### src/rse_pkg.sv
// Package for the rotary setpoint editor: field widths, payload types,
// cursor position codes, register indexes and the small step/column tables.
// No dependencies.
`default_nettype none

package rse_pkg;

    localparam int VLIM_W     = 14;
    localparam int CLIM_W     = 9;
    localparam int VOLT_W     = 15;
    localparam int AMP_W      = 9;
    localparam int POS_W      = 4;
    localparam int COL_W      = 5;
    localparam int CFG_IDX_W  = 2;
    localparam int CFG_DATA_W = 14;

    typedef logic [VLIM_W-1:0]        t_vlim;
    typedef logic [CLIM_W-1:0]        t_clim;
    typedef logic signed [VOLT_W-1:0] t_volt;
    typedef logic [AMP_W-1:0]         t_amp;
    typedef logic [POS_W-1:0]         t_pos;
    typedef logic [COL_W-1:0]         t_col;
    typedef logic [CFG_IDX_W-1:0]     t_cfg_idx;
    typedef logic [CFG_DATA_W-1:0]    t_cfg_data;

    typedef struct packed {
        t_volt voltage_setpoint;
        t_amp  current_setpoint;
        t_pos  cursor_position;
        t_col  blink_column;
    } t_result;

    // Configuration register indexes
    localparam t_cfg_idx REG_VOLT_LIMIT = 2'd0;
    localparam t_cfg_idx REG_CUR_LIMIT  = 2'd1;

    // Cursor positions
    localparam t_pos POS_NONE   = 4'd0;
    localparam t_pos POS_SIGN   = 4'd1;
    localparam t_pos POS_V10000 = 4'd2;
    localparam t_pos POS_V1000  = 4'd3;
    localparam t_pos POS_V100   = 4'd4;
    localparam t_pos POS_V10    = 4'd5;
    localparam t_pos POS_V1     = 4'd6;
    localparam t_pos POS_A100   = 4'd7;
    localparam t_pos POS_A10    = 4'd8;
    localparam t_pos POS_A1     = 4'd9;

    localparam t_vlim VOLT_LIMIT_RST = 14'd15000;
    localparam t_clim CUR_LIMIT_RST  = 9'd400;
    localparam t_amp  AMP_RST        = 9'd100;
    localparam t_col  COL_OFF        = 5'd16;

    function automatic t_col blink_col(input t_pos p);
        case (p)
            POS_NONE:   blink_col = COL_OFF;
            POS_SIGN:   blink_col = 5'd0;
            POS_V10000: blink_col = 5'd1;
            POS_V1000:  blink_col = 5'd2;
            POS_V100:   blink_col = 5'd4;
            POS_V10:    blink_col = 5'd5;
            POS_V1:     blink_col = 5'd6;
            POS_A100:   blink_col = 5'd10;
            POS_A10:    blink_col = 5'd11;
            POS_A1:     blink_col = 5'd12;
            default:    blink_col = COL_OFF;
        endcase
    endfunction

    function automatic logic [13:0] volt_step(input t_pos p);
        case (p)
            POS_V10000: volt_step = 14'd10000;
            POS_V1000:  volt_step = 14'd1000;
            POS_V100:   volt_step = 14'd100;
            POS_V10:    volt_step = 14'd10;
            POS_V1:     volt_step = 14'd1;
            default:    volt_step = 14'd0;
        endcase
    endfunction

    function automatic logic [6:0] amp_step(input t_pos p);
        case (p)
            POS_A100: amp_step = 7'd100;
            POS_A10:  amp_step = 7'd10;
            POS_A1:   amp_step = 7'd1;
            default:  amp_step = 7'd0;
        endcase
    endfunction

endpackage

`default_nettype wire

### src/rse_in_if.sv
// Input channel of the setpoint editor: one sample of both encoders.
// Does not depend on rse_pkg; it uses plain bits only.
`default_nettype none

interface rse_in_if;
    logic valid;
    logic ready;
    logic edit_a;
    logic edit_b;
    logic select_a;
    logic select_b;

    modport source (output valid, output edit_a, output edit_b,
                    output select_a, output select_b, input ready);
    modport sink   (input valid, input edit_a, input edit_b,
                    input select_a, input select_b, output ready);
endinterface

`default_nettype wire

### src/rse_out_if.sv
// Result channel of the setpoint editor: setpoints, cursor and blink column.
// Depends on rse_pkg for the payload types.
`default_nettype none

interface rse_out_if;
    import rse_pkg::*;

    logic  valid;
    logic  ready;
    t_volt voltage_setpoint;
    t_amp  current_setpoint;
    t_pos  cursor_position;
    t_col  blink_column;

    modport source (output valid, output voltage_setpoint, output current_setpoint,
                    output cursor_position, output blink_column, input ready);
    modport sink   (input valid, input voltage_setpoint, input current_setpoint,
                    input cursor_position, input blink_column, output ready);
endinterface

`default_nettype wire

### src/rotary_setpoint_editor_unit.sv
// Top level of the rotary setpoint editor: edge detect, cursor, setpoint
// edit and clamp, followed by a two-entry result buffer.
// Depends on rse_pkg, rse_in_if and rse_out_if.
//
//   channel   | direction | payload
//   ----------+-----------+----------------------------------------------------
//   i_item    | in        | edit_a, edit_b, select_a, select_b
//   o_result  | out       | voltage_setpoint, current_setpoint, cursor_position,
//             |           | blink_column
//   i_cfg_*   | in        | write enable, index (0 volt limit, 1 current limit)
//
// One sample per cycle while the skid entry is free; each result is
// registered in the result buffer. The state update is a single combinational
// pass between the state registers, so it does not limit the rate.
// A result register plus one skid entry decouple the sides: input is
// refused only while both hold results.
// Synchronous active-low reset: cursor 0, voltage 0, current 100 mA, limits
// 15000 mV and 400 mA, result buffer empty.
`default_nettype none

module rotary_setpoint_editor_unit (
    input  wire                  i_clk,
    input  wire                  i_rst_n,
    rse_in_if.sink               i_item,
    rse_out_if.source            o_result,
    input  wire                  i_cfg_we,
    input  rse_pkg::t_cfg_idx    i_cfg_idx,
    input  rse_pkg::t_cfg_data   i_cfg_data
);
    import rse_pkg::*;

    logic               r_last_edit_a;
    logic               r_last_sel_a;
    t_pos               r_cursor;
    logic signed [15:0] r_volt;
    t_amp               r_amp;
    t_vlim              r_vlim;
    t_clim              r_clim;

    logic               r_out_vld;
    logic               r_skid_vld;
    t_result            r_out;
    t_result            r_skid;

    logic               in_acc;
    logic               out_take;
    logic               sel_rise;
    logic               edit_rise;
    t_pos               n_cursor;
    logic signed [15:0] volt_mag;
    logic signed [16:0] v_edit;
    logic signed [16:0] v_lim;
    logic signed [16:0] v_step;
    logic signed [15:0] n_volt;
    logic signed [10:0] a_edit;
    logic signed [10:0] a_lim;
    logic signed [10:0] a_step;
    t_amp               n_amp;
    t_result            res;

    assign i_item.ready = !r_skid_vld;
    assign in_acc       = i_item.valid && !r_skid_vld;
    assign out_take     = r_out_vld && o_result.ready;

    always_comb begin
        sel_rise  = !r_last_sel_a && i_item.select_a;
        edit_rise = !r_last_edit_a && i_item.edit_a;

        // move the cursor first; the edit applies at the new position
        n_cursor = r_cursor;
        if (sel_rise) begin
            if (!i_item.select_b) begin
                n_cursor = (r_cursor < POS_A1) ? r_cursor + 4'd1 : POS_NONE;
            end else begin
                n_cursor = (r_cursor != POS_NONE && r_cursor <= POS_A1)
                         ? r_cursor - 4'd1 : POS_A1;
            end
        end

        volt_mag = r_volt[15] ? -r_volt : r_volt;
        v_step   = signed'({3'b000, volt_step(n_cursor)});
        v_edit   = {r_volt[15], r_volt};
        if (edit_rise) begin
            if (n_cursor == POS_SIGN) begin
                v_edit = i_item.edit_b ? -{volt_mag[15], volt_mag}
                                       : {volt_mag[15], volt_mag};
            end else if (n_cursor inside {[POS_V10000:POS_V1]}) begin
                v_edit = i_item.edit_b ? v_edit - v_step : v_edit + v_step;
            end
        end

        v_lim = signed'({3'b000, r_vlim});
        if (v_edit >= v_lim) begin
            v_edit = v_lim;
        end
        if (v_edit <= -v_lim) begin
            v_edit = -v_lim;
        end
        n_volt = v_edit[15:0];

        a_step = signed'({4'b0000, amp_step(n_cursor)});
        a_edit = signed'({2'b00, r_amp});
        if (edit_rise && (n_cursor inside {[POS_A100:POS_A1]})) begin
            a_edit = i_item.edit_b ? a_edit - a_step : a_edit + a_step;
        end
        a_lim = signed'({2'b00, r_clim});
        if (a_edit >= a_lim) begin
            a_edit = a_lim;
        end
        if (a_edit <= 11'sd0) begin
            a_edit = 11'sd0;
        end
        n_amp = a_edit[8:0];

        res.voltage_setpoint = n_volt[14:0];
        res.current_setpoint = n_amp;
        res.cursor_position  = n_cursor;
        res.blink_column     = blink_col(n_cursor);
    end

    // editor state and limits
    always_ff @(posedge i_clk) begin
        if (!i_rst_n) begin
            r_last_edit_a <= 1'b0;
            r_last_sel_a  <= 1'b0;
            r_cursor      <= POS_NONE;
            r_volt        <= '0;
            r_amp         <= AMP_RST;
            r_vlim        <= VOLT_LIMIT_RST;
            r_clim        <= CUR_LIMIT_RST;
        end else begin
            if (in_acc) begin
                r_last_edit_a <= i_item.edit_a;
                r_last_sel_a  <= i_item.select_a;
                r_cursor      <= n_cursor;
                r_volt        <= n_volt;
                r_amp         <= n_amp;
            end
            if (i_cfg_we) begin
                case (i_cfg_idx)
                    REG_VOLT_LIMIT: r_vlim <= i_cfg_data[VLIM_W-1:0];
                    REG_CUR_LIMIT:  r_clim <= i_cfg_data[CLIM_W-1:0];
                    default:        ; // drop writes to unknown indexes
                endcase
            end
        end
    end

    // result buffer control
    always_ff @(posedge i_clk) begin
        if (!i_rst_n) begin
            r_out_vld  <= 1'b0;
            r_skid_vld <= 1'b0;
        end else begin
            if (in_acc) begin
                if (!r_out_vld || out_take) begin
                    r_out_vld <= 1'b1;
                end else begin
                    r_skid_vld <= 1'b1;
                end
            end else if (out_take) begin
                if (r_skid_vld) begin
                    r_skid_vld <= 1'b0;
                end else begin
                    r_out_vld <= 1'b0;
                end
            end
        end
    end

    // result buffer payload
    always_ff @(posedge i_clk) begin
        if (in_acc) begin
            if (!r_out_vld || out_take) begin
                r_out <= res;
            end else begin
                r_skid <= res;
            end
        end else if (out_take && r_skid_vld) begin
            r_out <= r_skid;
        end
    end

    assign o_result.valid            = r_out_vld;
    assign o_result.voltage_setpoint = r_out.voltage_setpoint;
    assign o_result.current_setpoint = r_out.current_setpoint;
    assign o_result.cursor_position  = r_out.cursor_position;
    assign o_result.blink_column     = r_out.blink_column;

endmodule

`default_nettype wire
### src/flat_wrapper.sv
// flat-port wrapper written by rule: the top's interface ports become plain ports
module rotary_setpoint_editor_unit_flat import rse_pkg::*;
  (i_clk, i_rst_n, i_cfg_we, i_cfg_idx, i_cfg_data, i_item_valid, i_item_edit_a, i_item_edit_b, i_item_select_a, i_item_select_b, i_item_ready, o_result_valid, o_result_voltage_setpoint, o_result_current_setpoint, o_result_cursor_position, o_result_blink_column, o_result_ready);
  rse_in_if i_item_i ();
  rse_out_if o_result_i ();
  input  wire i_clk;
  input  wire i_rst_n;
  input  wire i_cfg_we;
  input  rse_pkg::t_cfg_idx i_cfg_idx;
  input  rse_pkg::t_cfg_data i_cfg_data;
  input wire logic [$bits(i_item_i.valid)-1:0] i_item_valid;
  input wire logic [$bits(i_item_i.edit_a)-1:0] i_item_edit_a;
  input wire logic [$bits(i_item_i.edit_b)-1:0] i_item_edit_b;
  input wire logic [$bits(i_item_i.select_a)-1:0] i_item_select_a;
  input wire logic [$bits(i_item_i.select_b)-1:0] i_item_select_b;
  output wire logic [$bits(i_item_i.ready)-1:0] i_item_ready;
  output wire logic [$bits(o_result_i.valid)-1:0] o_result_valid;
  output wire logic [$bits(o_result_i.voltage_setpoint)-1:0] o_result_voltage_setpoint;
  output wire logic [$bits(o_result_i.current_setpoint)-1:0] o_result_current_setpoint;
  output wire logic [$bits(o_result_i.cursor_position)-1:0] o_result_cursor_position;
  output wire logic [$bits(o_result_i.blink_column)-1:0] o_result_blink_column;
  input wire logic [$bits(o_result_i.ready)-1:0] o_result_ready;
  assign i_item_i.valid = i_item_valid;
  assign i_item_i.edit_a = i_item_edit_a;
  assign i_item_i.edit_b = i_item_edit_b;
  assign i_item_i.select_a = i_item_select_a;
  assign i_item_i.select_b = i_item_select_b;
  assign i_item_ready = i_item_i.ready;
  assign o_result_valid = o_result_i.valid;
  assign o_result_voltage_setpoint = o_result_i.voltage_setpoint;
  assign o_result_current_setpoint = o_result_i.current_setpoint;
  assign o_result_cursor_position = o_result_i.cursor_position;
  assign o_result_blink_column = o_result_i.blink_column;
  assign o_result_i.ready = o_result_ready;
  rotary_setpoint_editor_unit u_core (.i_clk(i_clk), .i_rst_n(i_rst_n), .i_item(i_item_i), .o_result(o_result_i), .i_cfg_we(i_cfg_we), .i_cfg_idx(i_cfg_idx), .i_cfg_data(i_cfg_data));
endmodule
### config.mk
export PLATFORM = sky130hd
export DESIGN_NAME = rotary_setpoint_editor_unit_flat
export DESIGN_NICKNAME = d
export VERILOG_FILES = /design/src/rse_pkg.sv /design/src/rse_in_if.sv /design/src/rse_out_if.sv /design/src/rotary_setpoint_editor_unit.sv /design/src/flat_wrapper.sv
export SDC_FILE = /design/constraint.sdc
export NUM_CORES = 1
export LEC_CHECK = 0
export ABC_AREA = 1
export BUFFER_PORTS_ARGS = -buffer_cell sky130_fd_sc_hd__buf_2
export CAP_MARGIN = 10
export CELL_PAD_IN_SITES_DETAIL_PLACEMENT = 1
export CELL_PAD_IN_SITES_GLOBAL_PLACEMENT = 2
export CORE_ASPECT_RATIO = 0.6
export CORE_MARGIN = 2
export CORE_UTILIZATION = 35
export DETAILED_ROUTE_END_ITERATION = 6
export GPL_ROUTABILITY_DRIVEN = 0
export PLACE_DENSITY = 0.78
export SYNTH_ARGS = -nofsm -noshare
export SYNTH_HDL_FRONTEND = slang
export SYNTH_SLANG_ARGS = --single-unit
### constraint.sdc
create_clock -name i_clk -period 22.3 [get_ports i_clk]
set_clock_uncertainty 0.2 [all_clocks]
set_input_delay 1.115 -clock i_clk [delete_from_list [all_inputs] [get_ports i_clk]]
set_output_delay 1.115 -clock i_clk [all_outputs]
set_load 0.005 [all_outputs]
# [After elaboration in Yosys (flattened, before gate mapping)]
# Memory sizes are Yosys's and may differ from the RTL's.
# Index checks and enable logic that the tools add are counted.
[word_totals] regBits=122 mem_bits_ro=80 out_inout_bits=35 elab_cells=103 n_memories=1
[op_classes] add_sub_neg=9 n_lt_le_gt_ge=10 eq_ne=13 n_mux=28 bitwise_logic=1 n_reduce_logical=24
[mem_list] memory="(name not given)" depth=16 width=5 read_ports=1 rd_ports_with_merged_regs=0 write_ports=0 line_no="rse_pkg.sv:55" text="case (p)"
[ops] op="$mux W17" count=6
[ops] op="$mux W33" count=3
[ops] op="$pmux W14 S5" count=1
[ops] op="$mux W11" count=3
[ops] op="$mux W16" count=2
[ops] op="$pmux W7 S3" count=1
[ops] op="$add A16 B15 Y17" count=1
[ops] op="$ge A17 B15 Y1" count=1
[ops] op="$le A17 B17 Y1" count=1
[ops] op="$neg A14 Y17" count=1
[ops] op="$neg A17 Y17" count=1
[ops] op="$sub A16 B15 Y17" count=1
[ops] op="$eq A4 B3 Y1 const B" count=4
[ops] op="$mux W4" count=4
[ops] op="$neg A16 Y16" count=1
[ops] op="$ge A11 B10 Y1" count=1
[ops] op="$le A11 B1 Y1 const B" count=1
[ops] op="$add A9 B7 Y10" count=1
[ops] op="$reduce_and A2 Y1" count=5
[ops] op="$sub A9 B7 Y10" count=1
[ops] op="$logic_and A1 B1 Y1" count=9
[ops] op="$mux W9" count=1
[ops] op="$eq A4 B2 Y1 const B" count=2
[ops] op="$eq A4 B4 Y1 const B" count=2
[ops] op="other kinds (18)" count=31

# [Logic depth before layout (Yosys ltp)]
# Gate-level depths: netlist of the first run.
[logic_depth] ltp_word=18 depth_mapped=59 depth_no_buf=56

# [Least setup slack after synthesis of the first run]
# Ideal clock, no wire load.
[synth_path] path_type="input -> register" startpoint="input port i_item_select_a" endpoint="register u_core.r_skid[18] (netlist name) (data pin)" t_arrival_ps=7763 required_time_ps=21845 path_slack_ps=14082 cell_stages=51 n_path_buf=2 cell_sequence="inv_2 nor2_4 inv_2 a21oi_2 nand2_2 nand2_4 inv_6 nor2_1 nand2_1 ha_1 a21oi_1 inv_1 fa_1 inv_1 nand3_1 nand2_1 nand2_1 nand2_1 (+15 left out) nand4_4 buf_4 nand3_1 nand2_1 ha_1 a21oi_1 o21ai_0 a21o_1 a211oi_1 o21ai_0 a21oi_1 o21ai_0 o211ai_1 nand2_1 inv_1 clkbuf_1 nand2_1 and2_1"
[synth_rtl] element="start: declaration" line_no="flat_wrapper.sv:14" text="input wire logic [$bits(i_item_i.select_a)-1:0] i_item_select_a;"
[synth_rtl] element="end signal: assignment" line_no="rotary_setpoint_editor_unit.sv:177" text="r_skid <= res;"
[synth_rtl] element="end: declaration" line_no="rotary_setpoint_editor_unit.sv:43" text="t_result r_skid;"

# [Worst setup path in the final report of the first run]
[layout_path] startpoint="register u_core.r_cursor[0]" endpoint="register u_core.r_volt[1]"
[layout_via] elab_chain_cells=16 word_cells_on_any_way=30 classes_between="add/sub: 4; order compare: 6; eq/ne: 6; mux: 11; reduce/logical: 3"
[layout_rtl] element="start: declaration" line_no="rotary_setpoint_editor_unit.sv:34" text="t_pos r_cursor;"
[layout_rtl] element="start signal: assignment" line_no="rotary_setpoint_editor_unit.sv:135" text="r_cursor <= n_cursor;"
[layout_rtl] element="$le A4 B4 Y1 / $reduce_bool A4 Y1 (equally long branches)" line_no="rotary_setpoint_editor_unit.sv:75" text="n_cursor = (r_cursor != POS_NONE && r_cursor <= POS_A1)"
[layout_rtl] element="$logic_and A1 B1 Y1" line_no="rotary_setpoint_editor_unit.sv:75"
[layout_rtl] element="$mux W4" line_no="rotary_setpoint_editor_unit.sv:76" text="? r_cursor - 4'd1 : POS_A1;"
[layout_rtl] element="$mux W4 (*)" line_no="rotary_setpoint_editor_unit.sv:72" text="if (!i_item.select_b) begin"
[layout_rtl] element="$mux W4 (*)" line_no="rotary_setpoint_editor_unit.sv:71" text="if (sel_rise) begin"
[layout_rtl] element="net u_core.n_cursor[3]" line_no="rotary_setpoint_editor_unit.sv:49" text="t_pos n_cursor;"
[layout_rtl] element="$eq A4 B3 Y1 / $eq A4 B2 Y1 (equally long branches)" line_no="rse_pkg.sv:71" text="case (p)"
[layout_rtl] element="$pmux W14 S5" line_no="rse_pkg.sv:71"
[layout_rtl] element="$add A16 B15 Y17 / $sub A16 B15 Y17 (equally long branches)" line_no="rotary_setpoint_editor_unit.sv:88" text="v_edit = i_item.edit_b ? v_edit - v_step : v_edit + v_step;"
[layout_rtl] element="$mux W17" line_no="rotary_setpoint_editor_unit.sv:88"
[layout_rtl] element="$mux W17" line_no="rotary_setpoint_editor_unit.sv:87" text="end else if (n_cursor inside {[POS_V10000:POS_V1]}) begin"
[layout_rtl] element="$mux W17 (*)" line_no="rotary_setpoint_editor_unit.sv:84" text="if (n_cursor == POS_SIGN) begin"
[layout_rtl] element="$mux W17 (*)" line_no="rotary_setpoint_editor_unit.sv:83" text="if (edit_rise) begin"
[layout_rtl] element="$ge A17 B15 Y1" line_no="rotary_setpoint_editor_unit.sv:93" text="if (v_edit >= v_lim) begin"
[layout_rtl] element="$mux W17 (*)" line_no="rotary_setpoint_editor_unit.sv:93"
[layout_rtl] element="$le A17 B17 Y1" line_no="rotary_setpoint_editor_unit.sv:96" text="if (v_edit <= -v_lim) begin"
[layout_rtl] element="$mux W16 (*)" line_no="rotary_setpoint_editor_unit.sv:96"
[layout_rtl] element="end signal: assignment" line_no="rotary_setpoint_editor_unit.sv:136" text="r_volt <= n_volt;"
[layout_rtl] element="end: declaration" line_no="rotary_setpoint_editor_unit.sv:35" text="logic signed [15:0] r_volt;"
# Mark *: on every way through the listed nets, which the timed path passes. The rest lies on a longest branch.
# A chain may end at the register's enable or synchronous reset.

==> flow_summary.ini, run 1 <==
[route]
avgRoutedWirePerCell_um = 18.6
routed_via_density = 5.14
antenna_left = 0
routed_wl_mm = 33.6
drc = 0
drt-initial-drc-count = 671
drt_pass1_iterations = 5
vias = 9276

[synth]
synth_area_per_cell_sq_um = 7.06
async_flop_share = 0
synthDistinctLibCells = 52
syn_area_sq_um = 9750
yosysWarnings = 0
ys_seq_elements = 122
synth_flop_cell = edfxtp_1
syn_inst = 1381
syn_nets = 1483
ys_seq_area_frac = 0.318
synth_edf_count = 66

[global_routing]
met2_usage = 0.304
use_met3 = 0.0486
grt_usage = 0.237
use_met1 = 0.390
antenna_found_initial = 0
grt_pass1_wl_mm = 52.9
busiest_layer = met1
grt_max_degree = 67
first_global_vias = 9232
grt_overflow = 0

[layout]
layout_common_cells = nand2_1, inv_1, nand3_1, a21oi_1, nor2_1
fin_area_sq_um = 11000
final_common_cell = nand2_1
post-route-util = 0.399
drive_gt1_frac = 0.124
diodes = 0
synthToLayoutAreaGrowth_pct = 12.4
fin_nets = 1526
final_cells = 1804

[floorplanning]
start_util = 0.355
fp.dieH_um = 133
io_pins = 60
die_width_um = 219
die_area_sq_um = 29200
coreArea_sq_um = 27500
rows = 47

[sta]
period_share = 0.458
holdWs_ns = 0.287
tns_ns = 0
finalSetupViolations = 0
drv_slew = 0
worst_slew_pin_slew_ns = 1.05
layout_setup_ws_ns = 12.09
final_hold_viol_count = 0
relSlewSlack = 0.296
rsz0062_at_grt = no
fmax_mhz = 98.0
final.min_clock_period_ns = 10.21

[placed_design]
dpl.hpwl_mm = 26.2
place_area_sq_um = 10300
dp_cells = 1772
port_buffers = 59
dp_slack_ns = 11.95

[cts]
clk_path_buf_depth = 2
clk_pin_slew_ns = 0.06
cts_sinks = 122
clock_tree.htree_level_count = 4
cts_buffers = 17
cts_setup_buffers = 0
cts_resized = 0
cts_hold_repair.buffers = 0
insertion_delay_ns = 0.44
cts_tree = done
clockRootBuffer = clkbuf_16

[critical_path]
cp_common_cell = nand2_1
crit_slowest_cell = nand2_1
r2r_cells = 52
r2r_slack_ns = 12.09
path_max_fanout = 17
cp_slowest_stage_delay_ns = 0.55
path_class = reg2reg
cp-start-kind = register
endpoint_kind = register
worstPathArrival_ns = 10.34
worstReg2RegStart = u_core.r_cursor[0]$_SDFFE_PN0P_
worstPathRequired_ns = 22.43
r2r-end = u_core.r_volt[1]$_SDFFE_PN0P_

[power_and_ir_drop]
static-leakage-power_nw = 5.21
ir_drop_uv = 38.3
fin_total_pwr_mw = 0.984
power-per-cell-area_nw_per_um2 = 89.8

[status]
status = finished, final reports clean

[hold_path]
holdCritStartpoint = u_core.r_clim[0]$_SDFFE_PN0P_
hold_class = reg2reg
whs_path_depth = 2
holdPathEnd = u_core.r_clim[0]$_SDFFE_PN0P_

[job]
cap_viol_max_count = 0
==> sequential cells by signal, summed over array words and instances, names as in the netlist <==
signal	count
u_core.r_amp	9
u_core.r_vlim	14
u_core.r_last_edit_a	1
u_core.r_cursor	4
u_core.r_last_sel_a	1
u_core.r_skid	33
u_core.o_result.cursor_position	4
u_core.o_result.blink_column	5
u_core.r_volt	16
u_core.r_skid_vld	1
u_core.o_result.valid	1
u_core.r_clim	9
u_core.o_result.voltage_setpoint	15
u_core.o_result.current_setpoint	9
==> worst max-delay path by stage <==
| stage | start | to | slack [ns] | depth (start not counted) |
|---|---|---|---|---|
| final | u_core.r_cursor[0]$_SDFFE_PN0P_ | u_core.r_volt[1]$_SDFFE_PN0P_ | 12.09 | 52 |
| after global routing | u_core.r_cursor[0]$_SDFFE_PN0P_ | u_core.r_volt[4]$_SDFFE_PN0P_ | 11.12 | 54 |
| after CTS | u_core.r_cursor[0]$_SDFFE_PN0P_ | u_core.r_volt[1]$_SDFFE_PN0P_ | 12.16 | 52 |
| after detailed placement | i_item_select_a | u_core.o_result.voltage_setpoint[7]$_DFFE_PP_ | 11.95 | 52 |
| after global placement | i_item_select_a | u_core.o_result.voltage_setpoint[2]$_DFFE_PP_ | 12.22 | 52 |
| after floorplan | i_item_select_a | u_core.r_skid[18]$_DFFE_PP_ | 14.08 | 51 |
==> routing by layer <==
layer | vias up | share of wire
li1 | 4663 | -
met1 | 4428 | 0.57
met2 | 166 | 0.37
met3 | 19 | 0.045
met4 | 0 | 0.010
met5 | - | 0
==> Yosys cell counts (18+ instances only) <==
master    count  area share
dfxtp_1      56        0.12
o211ai_1     20       0.015
xor2_1       31       0.028
nand2_1     396        0.15
clkbuf_1     26       0.010
a21oi_1     100       0.051
o21ai_0      71       0.036
inv_1       145       0.056
nor3_1       18      0.0092
nor2_1       92       0.035
nand3_1     114       0.059
nand2_2      25       0.016
edfxtp_1     66        0.20
ha_1         74       0.095
==> where the power goes <==
group	switching, mW	internal, mW	total [mW]
logic	0.274	0.131	0.405
clock network	0.116	0.178	0.293
registers	0.0210	0.265	0.286
total	0.410	0.574	0.984
==> cells by family after synthesis <==
group,share of synthesized area
buffers and inverters,0.0851
flip-flops,0.318
adder cells (fa/ha/maj),0.101
multiplexers,0.00205
AO/OA/AOI/OAI,0.132
XOR/XNOR,0.0341
AND/OR/NAND/NOR,0.327
==> layout make-up <==
| type | instances | area, sq um |
|---|---|---|
| multi-input combinational | 1056 | 5820 |
| sequential | 122 | 3100 |
| inverter | 160 | 608 |
| fill | 3506 | 16500 |
| tap | 367 | 459 |
| clock inverter | 15 | 186 |
| timing repair buffer | 67 | 355 |
| clock buffer | 17 | 425 |
==> worst max-delay path, delay by kind of cell, from the launching register on <==
kind	cells	cell delay, ns
flip-flops	1	0.50
AND/OR/NAND/NOR	23	3.47
AO/OA/AOI/OAI	17	3.12
adder cells (fa/ha/maj)	5	1.61
buffers and inverters	6	0.95
XOR/XNOR	1	0.23
No activity file was read; power rests on OpenSTA's default activity.
==> run 2, diff against run 1 <==
Settings changed: CORE_UTILIZATION 35 to 32, PLACE_DENSITY 0.78 to 0.75.
Clock period 22.3 ns to 9 ns, I/O delays scaled along.
==> flow_summary.ini, run 2 (same netlist as run 1, synthesis figures left out) <==
[sta]
finalSetupViolations = 0
final.min_clock_period_ns = 8.30
worst_slew_pin_slew_ns = 0.957
period_share = 0.922
tns_ns = 0
drv_slew = 0
final_hold_viol_count = 0
relSlewSlack = 0.355
holdWs_ns = 0.0306
fmax_mhz = 120

[hold_path]
hold_class = in2reg
holdPathEnd = u_core.r_vlim[12]$_SDFFE_PN1P_
holdCritStartpoint = i_cfg_data[12]
whs_path_depth = 3

[critical_path]
worstPathArrival_ns = 8.46
worstReg2RegStart = u_core.r_cursor[0]$_SDFFE_PN0P_
cp-start-kind = register
path_class = reg2reg
r2r-end = u_core.r_volt[0]$_SDFFE_PN0P_
worstPathRequired_ns = 9.16
path_max_fanout = 9
cp_common_cell = nand2_1
cp_slowest_stage_delay_ns = 0.43
endpoint_kind = register
crit_slowest_cell = fa_1
r2r_cells = 54
r2r_slack_ns = 0.70

[cts]
cts_sinks = 122
cts_buffers = 17
insertion_delay_ns = 0.44
cts_tree = done
clockRootBuffer = clkbuf_16
clk_pin_slew_ns = 0.06
clock_tree.htree_level_count = 4
clk_path_buf_depth = 2

[layout]
final_common_cell = nand2_1
fill_cells = 3746
fin_nets = 1541
synthToLayoutAreaGrowth_pct = 15.9
layout_common_cells = nand2_1, inv_1, nand3_1, a21oi_1, nor2_1
drive_gt1_frac = 0.148
top_register = u_core.r_skid
diodes = 0
fin_area_sq_um = 11300
final_cells = 1860
largest_reg_flops = 33

[global_routing]
grt_usage = 0.213
grt_max_degree = 67
first_global_vias = 9055
grt_pass1_wl_mm = 52.4
antenna_found_initial = 0
grt_overflow = 0

[job]
cap_viol_max_count = 0

[floorplanning]
io_pins = 60
die_width_um = 229
rows = 49
start_util = 0.325
fp.dieH_um = 139
coreArea_sq_um = 30000
die_area_sq_um = 31900

[route]
drc = 0
vias = 9311
drt_pass1_iterations = 5
antenna_left = 0
routed_via_density = 5.01
avgRoutedWirePerCell_um = 17.9
drt-initial-drc-count = 817
routed_wl_mm = 33.3

[placed_design]
place_area_sq_um = 10500
port_buffers = 59
dp_cells = 1821
dpl.hpwl_mm = 26.1

[power_and_ir_drop]
static-leakage-power_nw = 5.31
power-per-cell-area_nw_per_um2 = 222
ir_drop_uv = 107

[status]
status = finished, final reports clean
==> run 2: layer usage <==
layer / GRT usage / wire [um] / vias to the layer above
met5: 0 / 0 / -
met4: 0.0396 / 217 / 0
met3: 0.0368 / 1350 / 18
met2: 0.278 / 12400 / 184
met1: 0.351 / 19300 / 4426
li1: - / - / 4683
==> run 2: where the power goes <==
group / internal [mW] / total, mW / switching, mW / leakage, nW
Combinational: 0.355 / 1.05 / 0.691 / 3.92
Clock: 0.473 / 0.751 / 0.277 / 0.302
Sequential: 0.657 / 0.707 / 0.0508 / 1.09
==> run 2: cell type report <==
class / instances / area (sq um) / share of cell area
multi-input cells: 1056 / 5930 / 0.525
flip-flops and latches: 122 / 3110 / 0.276
inverters: 160 / 612 / 0.0542
well taps: 408 / 510 / 0.0452
repair buffers: 82 / 490 / 0.0434
clock buffers: 19 / 443 / 0.0392
clock inverters: 13 / 191 / 0.0170
==> run 2: worst max path at each step <==
| stage | depth (start not counted) | to | slack (ns) | startpoint |
|---|---|---|---|---|
| floorplan | 52 | u_core.r_skid[18]$_DFFE_PP_ | 1.19 | u_core.r_cursor[0]$_SDFFE_PN0P_ |
| global placement | 52 | u_core.o_result.voltage_setpoint[3]$_DFFE_PP_ | -0.05 | u_core.r_cursor[0]$_SDFFE_PN0P_ |
| detailed placement | 52 | u_core.o_result.voltage_setpoint[3]$_DFFE_PP_ | -0.22 | u_core.r_cursor[0]$_SDFFE_PN0P_ |
| CTS | 53 | u_core.o_result.voltage_setpoint[3]$_DFFE_PP_ | 0.05 | u_core.r_cursor[1]$_SDFFE_PN0P_ |
| global route | 56 | u_core.r_volt[1]$_SDFFE_PN0P_ | -0.01 | u_core.r_cursor[0]$_SDFFE_PN0P_ |
| finish | 54 | u_core.r_volt[0]$_SDFFE_PN0P_ | 0.70 | u_core.r_cursor[0]$_SDFFE_PN0P_ |
==> run 2: stage by stage <==
stage | utilization | setup slack, ns | total power [mW]
after detailed placement | 0.349 | -0.223 | 1.72
after CTS | 0.372 | 0.0499 | 2.49
after global routing | 0.377 | -0.0130 | 2.69
after floorplan | - | 1.19 | 1.42
final | 0.377 | 0.699 | 2.50
after global placement | 0.349 | -0.0457 | 1.70
==> run 2: worst max-delay path, delay by kind of cell (launching register included) <==
family | cells | cell delay [ns]
compound gates | 17 | 2.66
xor+xnor | 1 | 0.19
fa+ha+maj | 5 | 1.42
buf+inv | 7 | 0.73
flops | 1 | 0.39
simple gates | 24 | 2.59
==> run 2: repair_timing <==
action,CTS,global route
gates resized for setup,5,31
hold buffers,1,0
hold endpoints to repair,1,0
setup buffers,3,3
cloned,0,0
pin swaps,0,7
endpoints found under the setup margin,46,46
